[src/rtl/core/sfmd_pkg.sv]
// ----------------------------------------------------------------------------
// sfmd_pkg: shared types and constants of the sync-framed message deframer
// Holds register defaults, the payload length lookup and the interface
// structs between the header parser and the payload buffer.
// ----------------------------------------------------------------------------
package sfmd_pkg;

   // deepest payload buffer the byte index can address
   localparam int STORE_DEPTH         = 16;
   localparam int DEFAULT_MAX_PAYLOAD = 16;
   localparam int IDX_W               = 4;
   localparam int LEN_W               = 5;

   // preamble bytes that must match before the unchecked fourth byte
   localparam logic [1:0] SYNC_NEEDED = 2'd3;

   // configuration register indexes
   localparam logic [2:0] CSR_SYNC_CODE       = 3'd0;
   localparam logic [2:0] CSR_VT_FLOOR        = 3'd1;
   localparam logic [2:0] CSR_VT_CEILING      = 3'd2;
   localparam logic [2:0] CSR_MT_FLOOR        = 3'd3;
   localparam logic [2:0] CSR_MT_CEILING      = 3'd4;

   // configuration register reset values
   localparam logic [7:0] RST_SYNC_CODE       = 8'd255;
   localparam logic [7:0] RST_VT_FLOOR        = 8'd0;
   localparam logic [7:0] RST_VT_CEILING      = 8'd9;
   localparam logic [7:0] RST_MT_FLOOR        = 8'd0;
   localparam logic [7:0] RST_MT_CEILING      = 8'd4;

   // payload buffer write port
   typedef struct packed {
      logic             we;
      logic [IDX_W-1:0] addr;
      logic [7:0]       data;
   } buf_wr_type;

   // request to play back a completed message
   typedef struct packed {
      logic             start;
      logic [IDX_W-1:0] last_idx;
      logic [7:0]       value_type;
      logic [7:0]       message_type;
   } emit_cmd_type;

   // payload length by value type; zero and unknown lengths count as one byte
   function automatic logic [LEN_W-1:0] len_lookup(input logic [7:0] vt);
      logic [LEN_W-1:0] len;
      case (vt)
         8'd1:    len = 5'd16;
         8'd2:    len = 5'd1;
         8'd3:    len = 5'd1;
         8'd4:    len = 5'd1;
         8'd5:    len = 5'd1;
         8'd6:    len = 5'd1;
         8'd7:    len = 5'd3;
         8'd8:    len = 5'd5;
         default: len = 5'd1;
      endcase
      return len;
   endfunction

endpackage

[src/rtl/core/sfmd_payload_buf.sv]
// ----------------------------------------------------------------------------
// sfmd_payload_buf: payload memory and message playback
// Stores payload bytes as they arrive and, on command, reads the message
// back one entry per cycle, unless stalled, into a stall-safe output register.
// ----------------------------------------------------------------------------
module sfmd_payload_buf
   import sfmd_pkg::*;
#(
   parameter int DEPTH = STORE_DEPTH
) (
   input  logic             clock,
   input  logic             reset,
   input  buf_wr_type       wr,
   input  emit_cmd_type     cmd,
   output logic             busy,
   output logic             rsp_valid,
   input  logic             rsp_stall,
   output logic [7:0]       rsp_value_type,
   output logic [7:0]       rsp_message_type,
   output logic [7:0]       rsp_payload_byte,
   output logic [3:0]       rsp_byte_index,
   output logic             rsp_last_byte
);

   localparam int IW = (DEPTH > 1) ? $clog2(DEPTH) : 1;

   logic [7:0] mem [DEPTH];

   logic          active_ff, active_in;
   logic [IW-1:0] k_ff, k_in;
   logic [IW-1:0] last_ff, last_in;
   logic [7:0]    vt_ff, vt_in;
   logic [7:0]    mt_ff, mt_in;
   logic          pend_ff, pend_in;
   logic [IW-1:0] pend_idx_ff, pend_idx_in;
   logic          pend_last_ff, pend_last_in;
   logic [7:0]    pend_vt_ff, pend_vt_in;
   logic [7:0]    pend_mt_ff, pend_mt_in;
   logic [7:0]    rd_data_ff;
   logic          out_valid_ff, out_valid_in;
   logic [7:0]    out_vt_ff, out_mt_ff, out_byte_ff;
   logic [IW-1:0] out_idx_ff;
   logic          out_last_ff;

   logic load;
   logic rd_en;

   // move read data into the output register when it is free or being taken
   assign load  = pend_ff && (!out_valid_ff || !rsp_stall);
   // issue a read only when its data has somewhere to go
   assign rd_en = active_ff && (!pend_ff || load);

   always_comb begin
      active_in    = active_ff;
      k_in         = k_ff;
      last_in      = last_ff;
      vt_in        = vt_ff;
      mt_in        = mt_ff;
      pend_in      = pend_ff;
      pend_idx_in  = pend_idx_ff;
      pend_last_in = pend_last_ff;
      pend_vt_in   = pend_vt_ff;
      pend_mt_in   = pend_mt_ff;
      out_valid_in = out_valid_ff;

      if (rd_en) begin
         pend_in      = 1'b1;
         pend_idx_in  = k_ff;
         pend_last_in = (k_ff == last_ff);
         // carry the message types with the read so a new message can start
         pend_vt_in   = vt_ff;
         pend_mt_in   = mt_ff;
         if (k_ff == last_ff) begin
            active_in = 1'b0;
         end else begin
            k_in = k_ff + 1'b1;
         end
      end else if (load) begin
         pend_in = 1'b0;
      end

      if (load) begin
         out_valid_in = 1'b1;
      end else if (out_valid_ff && !rsp_stall) begin
         out_valid_in = 1'b0;
      end

      if (cmd.start) begin
         active_in = 1'b1;
         k_in      = '0;
         last_in   = cmd.last_idx[IW-1:0];
         vt_in     = cmd.value_type;
         mt_in     = cmd.message_type;
      end
   end

   always_ff @(posedge clock) begin
      if (reset) begin
         active_ff    <= 1'b0;
         pend_ff      <= 1'b0;
         out_valid_ff <= 1'b0;
      end else begin
         active_ff    <= active_in;
         pend_ff      <= pend_in;
         out_valid_ff <= out_valid_in;
      end
      k_ff         <= k_in;
      last_ff      <= last_in;
      vt_ff        <= vt_in;
      mt_ff        <= mt_in;
      pend_idx_ff  <= pend_idx_in;
      pend_last_ff <= pend_last_in;
      pend_vt_ff   <= pend_vt_in;
      pend_mt_ff   <= pend_mt_in;
      if (load) begin
         out_vt_ff   <= pend_vt_ff;
         out_mt_ff   <= pend_mt_ff;
         out_byte_ff <= rd_data_ff;
         out_idx_ff  <= pend_idx_ff;
         out_last_ff <= pend_last_ff;
      end
   end

   always_ff @(posedge clock) begin
      if (wr.we) begin
         mem[wr.addr[IW-1:0]] <= wr.data;
      end
      if (rd_en) begin
         rd_data_ff <= mem[k_ff];
      end
   end

   assign busy             = active_ff;
   assign rsp_valid        = out_valid_ff;
   assign rsp_value_type   = out_vt_ff;
   assign rsp_message_type = out_mt_ff;
   assign rsp_payload_byte = out_byte_ff;
   assign rsp_byte_index   = 4'(out_idx_ff);
   assign rsp_last_byte    = out_last_ff;

endmodule

[src/rtl/core/sync_framed_message_deframer.sv]
// ----------------------------------------------------------------------------
// sync_framed_message_deframer: byte-stream deframer for sync-framed messages
// Hunts for a four-byte sync preamble (fourth byte unchecked), validates
// the value and message type bytes, buffers the payload, then plays it back.
// ----------------------------------------------------------------------------
// Usage:
//   req_*  carries one received byte per transfer. Header bytes are consumed
//          silently; a failed sync or range check drops back to sync search.
//   rsp_*  carries the completed message, one transfer per payload byte,
//          with rsp_last_byte marking the final one. Every result carries the
//          validated value type and message type.
//   csr_*  writes the sync code and the type bounds; write only when idle.
// Timing:
//   Outside playback a byte is taken every cycle. The final payload byte of
//   an N-byte message (N up to 16) starts playback from the payload memory:
//   the playback command is registered, then the memory read, then the
//   output register, after which one result follows per cycle while rsp
//   is not stalled. req_stall is high while the memory read port walks the
//   message, so no new byte is taken until the walk has finished.
// Reset clears the parser to sync search and restores register defaults;
// the payload memory is not cleared. A stall on rsp holds the output
// register, and playback pauses with it.
// ----------------------------------------------------------------------------
module sync_framed_message_deframer
   import sfmd_pkg::*;
#(
   parameter int MAX_PAYLOAD = DEFAULT_MAX_PAYLOAD
) (
   input  logic       clock,
   input  logic       reset,
   input  logic       req_valid,
   output logic       req_stall,
   input  logic [7:0] req_rx_byte,
   output logic       rsp_valid,
   input  logic       rsp_stall,
   output logic [7:0] rsp_value_type,
   output logic [7:0] rsp_message_type,
   output logic [7:0] rsp_payload_byte,
   output logic [3:0] rsp_byte_index,
   output logic       rsp_last_byte,
   input  logic       csr_write_enable,
   input  logic [2:0] csr_index,
   input  logic [7:0] csr_wdata
);

   // buffer depth: payload cap, limited by what the byte index can address
   localparam int DEPTH = (MAX_PAYLOAD < STORE_DEPTH) ? MAX_PAYLOAD : STORE_DEPTH;
   localparam int IW    = (DEPTH > 1) ? $clog2(DEPTH) : 1;

   // parser phases
   localparam logic [2:0] PH_FIND    = 3'd0;
   localparam logic [2:0] PH_SYNC    = 3'd1;
   localparam logic [2:0] PH_VALTYPE = 3'd2;
   localparam logic [2:0] PH_MSGTYPE = 3'd3;
   localparam logic [2:0] PH_PAYLOAD = 3'd4;

   logic [7:0] sync_code_ff;
   logic [7:0] vt_floor_ff, vt_ceiling_ff;
   logic [7:0] mt_floor_ff, mt_ceiling_ff;

   logic [2:0]    phase_ff, phase_in;
   logic [1:0]    sync_cnt_ff, sync_cnt_in;
   logic [7:0]    held_vt_ff, held_vt_in;
   logic [7:0]    held_mt_ff, held_mt_in;
   logic [IW-1:0] pcount_ff, pcount_in;

   logic             accept;
   logic             busy;
   logic [LEN_W-1:0] table_len;
   logic [LEN_W-1:0] len_m1;
   logic             last_payload;
   buf_wr_type       wr;
   emit_cmd_type     cmd;

   // hold input while the buffer plays back a message
   assign req_stall = busy;
   assign accept    = req_valid && !req_stall;

   // configuration registers
   always_ff @(posedge clock) begin
      if (reset) begin
         sync_code_ff  <= RST_SYNC_CODE;
         vt_floor_ff   <= RST_VT_FLOOR;
         vt_ceiling_ff <= RST_VT_CEILING;
         mt_floor_ff   <= RST_MT_FLOOR;
         mt_ceiling_ff <= RST_MT_CEILING;
      end else if (csr_write_enable) begin
         case (csr_index)
            CSR_SYNC_CODE:  sync_code_ff  <= csr_wdata;
            CSR_VT_FLOOR:   vt_floor_ff   <= csr_wdata;
            CSR_VT_CEILING: vt_ceiling_ff <= csr_wdata;
            CSR_MT_FLOOR:   mt_floor_ff   <= csr_wdata;
            CSR_MT_CEILING: mt_ceiling_ff <= csr_wdata;
            default: ;
         endcase
      end
   end

   // message length minus one, capped at the buffer depth
   assign table_len    = len_lookup(held_vt_ff);
   assign len_m1       = ((table_len > LEN_W'(DEPTH)) ? LEN_W'(DEPTH) : table_len) - 1'b1;
   assign last_payload = (LEN_W'(pcount_ff) == len_m1);

   always_comb begin
      phase_in    = phase_ff;
      sync_cnt_in = sync_cnt_ff;
      held_vt_in  = held_vt_ff;
      held_mt_in  = held_mt_ff;
      pcount_in   = pcount_ff;

      wr.we   = 1'b0;
      wr.addr = 4'(pcount_ff);
      wr.data = req_rx_byte;

      cmd.start        = 1'b0;
      cmd.last_idx     = 4'(pcount_ff);
      cmd.value_type   = held_vt_ff;
      cmd.message_type = held_mt_ff;

      if (accept) begin
         case (phase_ff)
            PH_FIND: begin
               if (req_rx_byte == sync_code_ff) begin
                  phase_in    = PH_SYNC;
                  sync_cnt_in = 2'd1;
               end
            end
            PH_SYNC: begin
               if (sync_cnt_ff < SYNC_NEEDED) begin
                  if (req_rx_byte == sync_code_ff) begin
                     sync_cnt_in = sync_cnt_ff + 1'b1;
                  end else begin
                     phase_in    = PH_FIND;
                     sync_cnt_in = '0;
                     pcount_in   = '0;
                  end
               end else begin
                  // fourth header byte: consume unchecked
                  phase_in    = PH_VALTYPE;
                  sync_cnt_in = '0;
               end
            end
            PH_VALTYPE: begin
               if (req_rx_byte > vt_floor_ff && req_rx_byte < vt_ceiling_ff) begin
                  held_vt_in = req_rx_byte;
                  phase_in   = PH_MSGTYPE;
               end else begin
                  phase_in    = PH_FIND;
                  sync_cnt_in = '0;
                  pcount_in   = '0;
               end
            end
            PH_MSGTYPE: begin
               if (req_rx_byte > mt_floor_ff && req_rx_byte < mt_ceiling_ff) begin
                  held_mt_in = req_rx_byte;
                  phase_in   = PH_PAYLOAD;
                  pcount_in  = '0;
               end else begin
                  phase_in    = PH_FIND;
                  sync_cnt_in = '0;
                  pcount_in   = '0;
               end
            end
            PH_PAYLOAD: begin
               wr.we = 1'b1;
               if (last_payload) begin
                  // message complete: start playback, resume sync search
                  cmd.start   = 1'b1;
                  phase_in    = PH_FIND;
                  sync_cnt_in = '0;
                  pcount_in   = '0;
               end else begin
                  pcount_in = pcount_ff + 1'b1;
               end
            end
            default: begin
               phase_in    = PH_FIND;
               sync_cnt_in = '0;
               pcount_in   = '0;
            end
         endcase
      end
   end

   always_ff @(posedge clock) begin
      if (reset) begin
         phase_ff    <= PH_FIND;
         sync_cnt_ff <= '0;
         held_vt_ff  <= '0;
         held_mt_ff  <= '0;
         pcount_ff   <= '0;
      end else begin
         phase_ff    <= phase_in;
         sync_cnt_ff <= sync_cnt_in;
         held_vt_ff  <= held_vt_in;
         held_mt_ff  <= held_mt_in;
         pcount_ff   <= pcount_in;
      end
   end

   sfmd_payload_buf #(
      .DEPTH (DEPTH)
   ) u_buf (
      .clock            (clock),
      .reset            (reset),
      .wr               (wr),
      .cmd              (cmd),
      .busy             (busy),
      .rsp_valid        (rsp_valid),
      .rsp_stall        (rsp_stall),
      .rsp_value_type   (rsp_value_type),
      .rsp_message_type (rsp_message_type),
      .rsp_payload_byte (rsp_payload_byte),
      .rsp_byte_index   (rsp_byte_index),
      .rsp_last_byte    (rsp_last_byte)
   );

endmodule
[config.mk]
export PLATFORM = sky130hd
export DESIGN_NAME = sync_framed_message_deframer
export DESIGN_NICKNAME = d
export VERILOG_FILES = /design/src/rtl/core/sfmd_pkg.sv /design/src/rtl/core/sfmd_payload_buf.sv /design/src/rtl/core/sync_framed_message_deframer.sv
export SDC_FILE = /design/constraint.sdc
export NUM_CORES = 1
export LEC_CHECK = 0
export BUFFER_PORTS_ARGS = -buffer_cell sky130_fd_sc_hd__buf_2
export CAP_MARGIN = 20
export CORE_UTILIZATION = 30
export DETAILED_ROUTE_END_ITERATION = 10
export PLACE_DENSITY = 0.45
export SLEW_MARGIN = 15
export SYNTH_ARGS = -nofsm -noshare
export SYNTH_HDL_FRONTEND = slang
export SYNTH_HIERARCHICAL = 1
export SYNTH_SLANG_ARGS = --single-unit
[constraint.sdc]
create_clock -name clock -period 4.55 [get_ports clock]
set_input_delay 0 -clock clock [delete_from_list [all_inputs] [get_ports clock]]
set_output_delay 0 -clock clock [all_outputs]
set_load 0.005 [all_outputs]
==> results of run 1 <==
==> per-stage QoR <==
stage | cell area [um2] | hold slack [ps] | instances | worst slack [ps] | utilization
after global routing | 13400 | 5.11 | 1406 | 1120 | 0.364
after floorplan | 11300 | 69.1 | 790 | 528 | -
final | 13400 | -9.77 | 1406 | 1320 | 0.364
after CTS | 13400 | 0.409 | 1405 | 1350 | 0.363
after global placement | 12200 | 312 | 1329 | 1420 | 0.330
after detailed placement | 12200 | 318 | 1329 | 1350 | 0.330
==> cells in the mapped netlist (all sizes together), types with 2 or more instances <==
master and count:
a2111oi 3, a211oi 3, a21boi 2, a21o 6, a21oi 32, a22oi 16, a31oi 4, and2 2
and3 3, buf 13, clkbuf 14, dfxtp 76, edfxtp 206, ha 34, inv 35, mux2i 31
mux4 32, nand2 80, nand2b 8, nand3 30, nand3b 4, nand4 7, nand4b 3, nor2 66
nor2b 9, nor3 13, nor4 4, o211ai 2, o21ai 11, o21bai 2, o31ai 2, or3 3
or3b 2, or4 3, xnor2 9, xor2 6
==> worst reg2reg max path, cell delays in order, from the launching register on <==
cell                       delay (ps)
sky130_fd_sc_hd__dfxtp_1          340
sky130_fd_sc_hd__or4_4            550
sky130_fd_sc_hd__nor2_1           140
sky130_fd_sc_hd__ha_1             270
sky130_fd_sc_hd__xor2_1           260
sky130_fd_sc_hd__or3_1            150
sky130_fd_sc_hd__a31oi_1           80
sky130_fd_sc_hd__o221ai_1         260
sky130_fd_sc_hd__nor2b_1          520
sky130_fd_sc_hd__nand4b_1         240
sky130_fd_sc_hd__mux2_1           330
==> path summary, 6_finish.rpt <==
kind                                                  from                            end  slack [ps]  depth (start not counted)
worst max-delay path            held_vt_ff[4]$_SDFFE_PP0P_    sync_cnt_ff[0]$_SDFFE_PP0P_        1320                         10
worst min-delay path                        req_rx_byte[5]      u_buf/mem[7][5]$_DFFE_PP_         -10                          1
worst max register to register  held_vt_ff[4]$_SDFFE_PP0P_    sync_cnt_ff[0]$_SDFFE_PP0P_        1320                         10
worst min register to register    u_buf/vt_ff[3]$_DFFE_PP_  u_buf/pend_vt_ff[3]$_DFFE_PP_         400                          0
==> where the power goes <==
part           leakage, nW  total [mW]  internal [mW]  switching, mW
Combinational         1.61       0.283          0.125          0.158
Clock                0.517        2.45           1.46          0.991
Sequential            2.47        2.78           2.76         0.0196
Total                 4.60        5.51           4.34           1.17
==> cell type report <==
class                      count  area [um2]  share of cell area
sequential                   282        7710               0.575
multi-input combinational    446        3380               0.252
clock buffer                  46         920              0.0686
tap                          504         631              0.0470
timing repair buffer          81         538              0.0401
inverter                      35         131             0.00980
clock inverter                12         101             0.00756
==> cells by family (layout without fill, tap and decap cells) <==
kind of cell / Yosys count / in the layout / share of synthesized area
DFF: 282 / 282 / 0.680
xor gates and xnor gates: 15 / 15 / 0.0116
adders and majority gates: 34 / 34 / 0.0375
and+or+nand+nor: 241 / 241 / 0.101
muxes: 64 / 64 / 0.0920
buffers and inverters: 62 / 174 / 0.0234
AOI/OAI and AO/OA: 92 / 92 / 0.0542
==> routing by layer <==
layer | vias up | share of wire | GRT usage
li1 | 3131 | - | -
met1 | 3176 | 0.48 | 0.178
met2 | 102 | 0.48 | 0.221
met3 | 28 | 0.029 | 0.0195
met4 | 0 | 0.018 | 0.0278
met5 | - | 0 | 0
==> timing repair <==
action / in CTS / in global routing
endpoints found under the setup margin: 0 / 0
endpoints found under the hold margin: 95 / 0
hold buffers: 18 / 0
==> results.md, run 1 <==
- The flow ran to the end, but the final reports show violations.
- The final reports fail on hold timing.
- The number of diodes added for antenna fixing is 0.
- For this run, asynchronously set or reset flops after synthesis account for 0.
- The buffering stage count on the worst path with inverters included is 0.
- After synthesis, the cell types taking the most area are sky130_fd_sc_hd__edfxtp_1 55%, sky130_fd_sc_hd__dfxtp_1 13%, sky130_fd_sc_hd__mux4_2 6.4%.
- The slew at the pin closest to its max-slew limit is approximately 1000 ps.
- STA puts the critical path data arrival time at approximately 3700 ps.
- The I/O pin count is 55.
- The worst setup path is launched from a flip-flop.
- The wire length of the first global-routing pass is approximately 38000 um.
- The number of pins exceeding their max-slew limit in the final report is 0.
- The share of synthesized area in the top cell type comes to 0.546.
- For this run, the register share of the synthesized area comes to 0.680.
- The final-report setup violation count is 0.
- During placement, the flow inserted port buffers numbering 54.
- The number of gates resized after CTS was 0.
- Counting distinct cell types in the post-synthesis netlist gives 57.
- The critical path is of the reg2reg type.
- The number of hold violations in the final report is 16.
- The synthesized design contains slightly above 200 enable-type register cells.
- The maximum level of the CTS H-tree is 1.
- After detailed routing, the number of vias per cell comes to roughly 4.6.
- The signal on the critical path passes through or4_4, nor2_1, ha_1, xor2_1, or3_1, a31oi_1, o221ai_1, nor2b_1, nand4b_1, mux2_1.
- Along the worst path, the maximum fanout reaches 9.
- The mapped cell area is approximately 11000 um2.
- Measured along the x axis, the die boundary spans 196 um.
- The setup TNS is 0 ps.
- The region available for standard cell placement spans 36900 um2.
- After filler insertion, the fill cell instance count of the layout stands at 3560.
- The residual DRC count is 0.
- In this run the static leakage power is 4.60 nW.
- The number of buffers inserted to repair setup after CTS is 0.
- The worst path needs between 3000 and 4000 ps of the cycle, external delays included.
- Buffers inserted during clock tree synthesis total 31.
- The clock insertion delay at the later pin of the skew report is 560 ps.
- The endpoint kind of the worst setup timing path is a flip-flop.
- Leaving out fill and tap cells, the most frequent cells in the layout are 206 x sky130_fd_sc_hd__edfxtp_1, 80 x sky130_fd_sc_hd__nand2_1, 74 x sky130_fd_sc_hd__dfxtp_1.
- The maximum resistive drop on vdd is roughly 360 uV.
- The number of clock sinks seen by CTS is approximately 280.
- The final wirelength is roughly 25000 um.
- Setup repair after global routing left no endpoint under its margin.
- The mean instance size in the synthesized netlist is between 10 and 15 um2.
- Dividing the detail-routed wire length by the instance count gives roughly 18 um.
- The routed layout has between 6000 and 7000 vias.
- The register bit count reported by yosys is approximately 280.
- The highest clock rate is just over 0.3 GHz.
- The worst hold-check slack is -9.77 ps.
- The tool flagged a number of max-cap violations equal to 0.
- The floorplan step set the die height to roughly 200 um.
- The dominant register cell in the synthesized netlist is sky130_fd_sc_hd__edfxtp_1.
- The pin count of the biggest net entering global routing is 63.
- The area overhead of the layout relative to synthesis is 18.4%.
- The net count of the finished layout is 935.
- In this run the power density over the cells is 411 nW/um2.
- The worst path required time is 4990 ps.
- At the end of routability-driven placement, the weighted congestion stood at 0.740.
- Once detail routing completed, the nets flagged for antenna violations numbered 0.
- The number of nets in the synthesized netlist is between 800 and 900.
- The final worst clock skew is around 18 ps.
- Of the available clock period, the critical path in the final layout requires 0.710.
- The initial antenna violation count came to 0.
- The number of flip-flops in the largest register is 128.
- The initial core utilization is 0.307.
- The die covers a little under 40000 um2.
- Leaving out fill and tap cells, the most frequent cell in the layout is sky130_fd_sc_hd__edfxtp_1.
- The HPWL after detailed placement is between 15000 and 20000 um.
- sky130_fd_sc_hd__edfxtp_1 takes more of the synthesized area than any other cell.
- The remaining global-route overflow is 0.
- Of the cells placed in the final design, the portion with a size suffix greater than 1 is 0.180.
- During synthesis, Yosys emitted a total of 6 warnings.
- TritonCTS built the clock tree.
- After technology mapping, the gate count stands at 790.
- Across every metal layer, demand over resource in global routing totals 0.131.
- The floorplan has 70 rows.
- Grouping stages by cell kind, the critical path spends the most delay in simple AND/OR/NAND/NOR gates.
- The first routing iteration left 382 violations.
- The longest individual stage delay on the worst path is around 550 ps.
- The via count of the first global-routing pass is 6400.
- The master cell of the clock root buffer is sky130_fd_sc_hd__clkbuf_16.
- The first detailed-routing pass took 5 iterations.
- In this run the deepest clock path goes through 3 buffers.
- Summing internal, switching and leakage power gives approximately 5.5 mW.
- In this run the worst hold path is classified as in2reg.
- The relative max-transition margin is 0.316.
- The critical-path cell with the highest stage delay is sky130_fd_sc_hd__or4_4.
- Clock-pin slew was measured on the worst setup and hold paths at ~60 ps.
(Power assumes the default switching activity.)
==> run 2, diff against run 1 <==
--- a/config.mk
+++ b/config.mk
@@ -5,11 +5,12 @@
 export SDC_FILE = /design/constraint.sdc
 export NUM_CORES = 1
 export LEC_CHECK = 0
+export ABC_AREA = 1
 export BUFFER_PORTS_ARGS = -buffer_cell sky130_fd_sc_hd__buf_2
 export CAP_MARGIN = 20
 export CORE_UTILIZATION = 30
 export DETAILED_ROUTE_END_ITERATION = 10
-export PLACE_DENSITY = 0.45
+export PLACE_DENSITY = 0.46
 export SLEW_MARGIN = 15
 export SYNTH_ARGS = -nofsm -noshare
 export SYNTH_HDL_FRONTEND = slang
==> constraint.sdc (replaced) <==
create_clock -name clock -period 2.9 [get_ports clock]
set_input_delay 0 -clock clock [delete_from_list [all_inputs] [get_ports clock]]
set_output_delay 0 -clock clock [all_outputs]
set_load 0.005 [all_outputs]
==> run 2 against run 1 <==
Via count rose by 20%. Total power rose by 63%. Area after synthesis is 3.7% higher. Highest routed layer unchanged. Hold slack improved by 39 ps. Worst setup slack worse by 860 ps. Register-to-register slack got worse by 860 ps. Final area increased by 4.5%. The flow now finishes without violations. Sequential share of layout area shrank 2.5 points. Clock skew is 6.1 ps higher. Routed wire length increased by 8.3%.
==> results.md, run 2 <==
- The final period demand of the worst path is 2440 ps (was 3230 ps).
- The worst path required time was 3110 ps (was 4990 ps).
- The longest individual stage delay on the worst path is 330 ps (was 550 ps).
- The master cell of the clock root buffer was sky130_fd_sc_hd__clkbuf_16 (unchanged).
- The number of gates resized after cts is 0 (unchanged).
- The number of pins exceeding their max-slew limit in the final report is 0 (unchanged).
- The remaining number of nets flagged by the antenna check after routing is 0 (unchanged).
- The remaining global-route overflow is 0 (unchanged).
- The share of post-route cells with drive strength above 1 came to 0.155 (was 0.180).
- The cell taking the most area after synthesis is sky130_fd_sc_hd__edfxtp_1 (unchanged).
- The number of port buffers is 54 (unchanged).
- The data arrival time of the critical path is 2650 ps (was 3670 ps).
- The endpoint kind of the worst setup timing path is a flip-flop (unchanged).
- The number of flip-flops in the largest register came to 128 (unchanged).
- The class of the worst hold path is in2reg (unchanged).
- The number of violations of the max-capacitance limit is 0 (unchanged).
- Crit path cell chain: nor2_2, nand3_1, nand2_1, ha_1, inv_1, nand3_1, nand2_1, nor2_1, nand3_2, nor3_4, buf_12 (was or4_4, nor2_1, ha_1, xor2_1, or3_1, a31oi_1, o221ai_1, nor2b_1, nand4b_1, mux2_1).
- The core area is 38600 um2 (was 36900 um2).
- The number of diodes added for antenna fixing is 0 (unchanged).
- The number of clock buffers inserted by TritonCTS is 35 (was 31).
- The number of nets in the finished design came to 1246 (was 935).
- The cell total after placement was 1650 (was 1329).
- The clock transition time at the flip-flop clock pins of the worst setup and hold paths is 50 ps (was 60 ps).
- The share of the cycle needed by the critical path after routing was 0.841 (was 0.710).
- The highest clock rate is 0.410 GHz (was 0.310 GHz).
- The I/O pin count was 55 (unchanged).
- The number of warning messages in the yosys log was 6 (unchanged).
- The number of placement rows is 72 (was 70).
- The startpoint kind of the worst setup timing path is a flip-flop (unchanged).
- The maximum resistive drop on vdd was 390 uV (was 363 uV).
- The initial antenna violation count is 0 (unchanged).
- Most frequent cells after synthesis: 206 x sky130_fd_sc_hd__edfxtp_1, 139 x sky130_fd_sc_hd__nand2_1, 134 x sky130_fd_sc_hd__nor2_1, 104 x sky130_fd_sc_hd__inv_1, 86 x sky130_fd_sc_hd__o21ai_0 (was 206 x sky130_fd_sc_hd__edfxtp_1, 80 x sky130_fd_sc_hd__nand2_1, 76 x sky130_fd_sc_hd__dfxtp_1, 66 x sky130_fd_sc_hd__nor2_1, 35 x sky130_fd_sc_hd__inv_1).
- The detailed placer's ending HPWL is 18100 um (was 15600 um).
- The number of buffers inserted to repair setup after CTS is 0 (unchanged).
- Setup repair after global routing missed its margin: false (unchanged).
- The total routing usage reported by global routing was 0.140 (was 0.131).
- The slew at the pin closest to its max-slew limit came to 792 ps (was 1020 ps).
- The average wire length per cell after detail routing is 15.6 um (was 17.7 um).
- The most frequent standard cell in the layout excluding fill and tap cells is sky130_fd_sc_hd__edfxtp_1 (unchanged).
- The register bit count reported by yosys was 282 (unchanged).
- The number of enable flip-flop cells after synthesis is 206 (unchanged).
- The clock tree from TritonCTS is yes (unchanged).
- Status: finished, final reports clean (was finished, violations left).
- The setup TNS is 0 ps (unchanged).
- The routability congestion estimate is 0.782 (was 0.740).
- The static leakage is 5.17 nW (was 4.60 nW).
- The synthesized netlist net count is 1136 (was 848).
- The worst hold-check slack is 29.2 ps (was -9.77 ps).
- The final cell count without fillers is 1730 (was 1406).
- The maximum level of the CTS H-tree is 2 (was 1).
- The pin count of the biggest net entering global routing is 78 (was 63).
- The via count normalized by instance count is 4.48 (was 4.58).
- The class of the most critical setup path is reg2reg (unchanged).
- The count of routing violations after the opening detailed-route iteration is 396 (was 382).
- The sequential share of the synthesized area is 0.656 (was 0.680).
- The die span in x is 200 um (was 196 um).
- The maximum buffer depth of the clock tree is 3 (unchanged).
- The power density normalized to cell area is 642 nW/um2 (was 411 nW/um2).
- The length of the first detailed-routing pass in iterations came to 5 (unchanged).
- The final-report setup violation count was 0 (unchanged).
- The relative max-transition margin was 0.472 (was 0.316).
- The filler cell count in the final layout is 3817 (was 3560).
- The initial core utilization is 0.304 (was 0.307).
- The most common cell in the synthesized netlist is sky130_fd_sc_hd__edfxtp_1 (unchanged).
- The wire length of the first global-routing pass is 42500 um (was 38400 um).
- The number of hold violations in the final report is 0 (was 16).
- The mean instance size in the synthesized netlist came to 10.9 um2 (was 14.3 um2).
- The die area is 40000 um2 (was 38500 um2).
- The critical-path cell with the highest stage delay is sky130_fd_sc_hd__nor3_4 (was sky130_fd_sc_hd__or4_4).
- The largest fanout of any net on the critical path is 21 (was 9).
- The mapped cell area is 11800 um2 (was 11300 um2).
- Most frequent cells in the layout: 206 x sky130_fd_sc_hd__edfxtp_1, 139 x sky130_fd_sc_hd__nand2_1, 133 x sky130_fd_sc_hd__nor2_1 (was 206 x sky130_fd_sc_hd__edfxtp_1, 80 x sky130_fd_sc_hd__nand2_1, 74 x sky130_fd_sc_hd__dfxtp_1).
- The cell count after synthesis is 1078 (was 790).
- The number of clock sinks seen by CTS was 282 (unchanged).
- The unique cell type count in the Yosys netlist is 38 (was 57).
- The final worst clock skew came to 24.2 ps (was 18.1 ps).
- The via count of the first global-routing pass is 7465 (was 6400).
- The dominant register cell in the synthesized netlist is sky130_fd_sc_hd__edfxtp_1 (unchanged).
- The count of vias placed by the detailed router is 7746 (was 6437).
- Top cells by area, synth: sky130_fd_sc_hd__edfxtp_1 53%, sky130_fd_sc_hd__dfxtp_1 13%, sky130_fd_sc_hd__nand2_1 4.4% (was sky130_fd_sc_hd__edfxtp_1 55%, sky130_fd_sc_hd__dfxtp_1 13%, sky130_fd_sc_hd__mux4_2 6.4%).
- The portion of synthesized cell area occupied by the leading cell type was 0.526 (was 0.546).
- The y dimension of the die is 200 um (was 196 um).
- The final wirelength is 27000 um (was 24900 um).
- The area overhead of the layout relative to synthesis is 19.3% (was 18.4%).
- The residual DRC count is 0 (unchanged).
- The post-synthesis async set-or-reset flop share came to 0 (unchanged).
- The clock insertion delay at the later pin of the skew report was 510 ps (was 560 ps).
-- run 2: changes by cell type after synthesis, sizes merged, moves of 32 or more --
cell   previous run  this run
inv              35       113
o21ai            11       102
a21oi            32        64
nor2             66       150
mux4             32         0
nand2            80       148
nand3            30        77
-- run 2: cell type report --
type                    count  area (um2)  share of cell area
repair buffers            109         743              0.0530
clock inverters            14         118             0.00839
well taps                 518         648              0.0462
flip-flops and latches    282        7710               0.550
multi-input cells         644        3410               0.243
clock buffers              47         951              0.0678
inverters                 116         437              0.0312
-- run 2: critical path, delay by kind of cell (launching register included) --
family                     cells  cell delay [ps]
buffers and inverters          2              310
and+or+nand+nor                8             1260
adders and majority gates      1              240
DFF                            1              320
-- run 2: cells by family (layout without fill, tap and decap cells) --
family | after synthesis | count (layout) | share of synthesized area
DFF | 282 | 282 | 0.656
xor gates and xnor gates | 12 | 12 | 0.00894
adders and majority gates | 34 | 34 | 0.0362
buffers and inverters | 152 | 286 | 0.0550
AOI/OAI and AO/OA | 196 | 196 | 0.0897
and+or+nand+nor | 402 | 402 | 0.154
-- run 2: power breakdown --
part / internal [mW] / switching [mW] / leakage (nW) / total, mW
logic: 0.201 / 0.439 / 2.17 / 0.639
clock network: 2.40 / 1.60 / 0.526 / 4.00
registers: 4.35 / 0.0241 / 2.48 / 4.37
total: 6.94 / 2.06 / 5.17 / 9.01
-- run 2: what timing repair did --
item                                    in CTS  in global routing
endpoints found under the hold margin       65                  0
hold buffers                                19                  0
endpoints found under the setup margin       0                  0
-- run 2: final timing paths --
path	from	end	slack [ps]	cells after the start
worst max-delay path	held_vt_ff[4]$_SDFFE_PP0P_	u_buf/mt_ff[3]$_DFFE_PP_	460	11
worst min-delay path	req_valid	held_vt_ff[6]$_SDFFE_PP0P_	30	5
worst max register to register	held_vt_ff[4]$_SDFFE_PP0P_	u_buf/mt_ff[3]$_DFFE_PP_	460	11
worst min register to register	u_buf/mt_ff[7]$_DFFE_PP_	u_buf/pend_mt_ff[7]$_DFFE_PP_	410	0
-- run 2: stage by stage --
stage	area [um2]	power (mW)	util	worst slack, ps
finish	14000	9.01	0.363	461
global route	14000	9.39	0.363	259
CTS	14000	9.15	0.363	438
detailed placement	12800	5.09	0.330	459
global placement	12800	5.08	0.330	480
floorplan	11800	4.87	-	146
-- run 2: per-layer routing --
| layer | up-vias | share of wire | GRT usage |
|---|---|---|---|
| met4 | 0 | 0.020 | 0.0387 |
| met1 | 3674 | 0.46 | 0.183 |
| li1 | 3924 | - | - |
| met3 | 36 | 0.027 | 0.0210 |
| met2 | 112 | 0.49 | 0.241 |
| met5 | - | 0 | 0 |
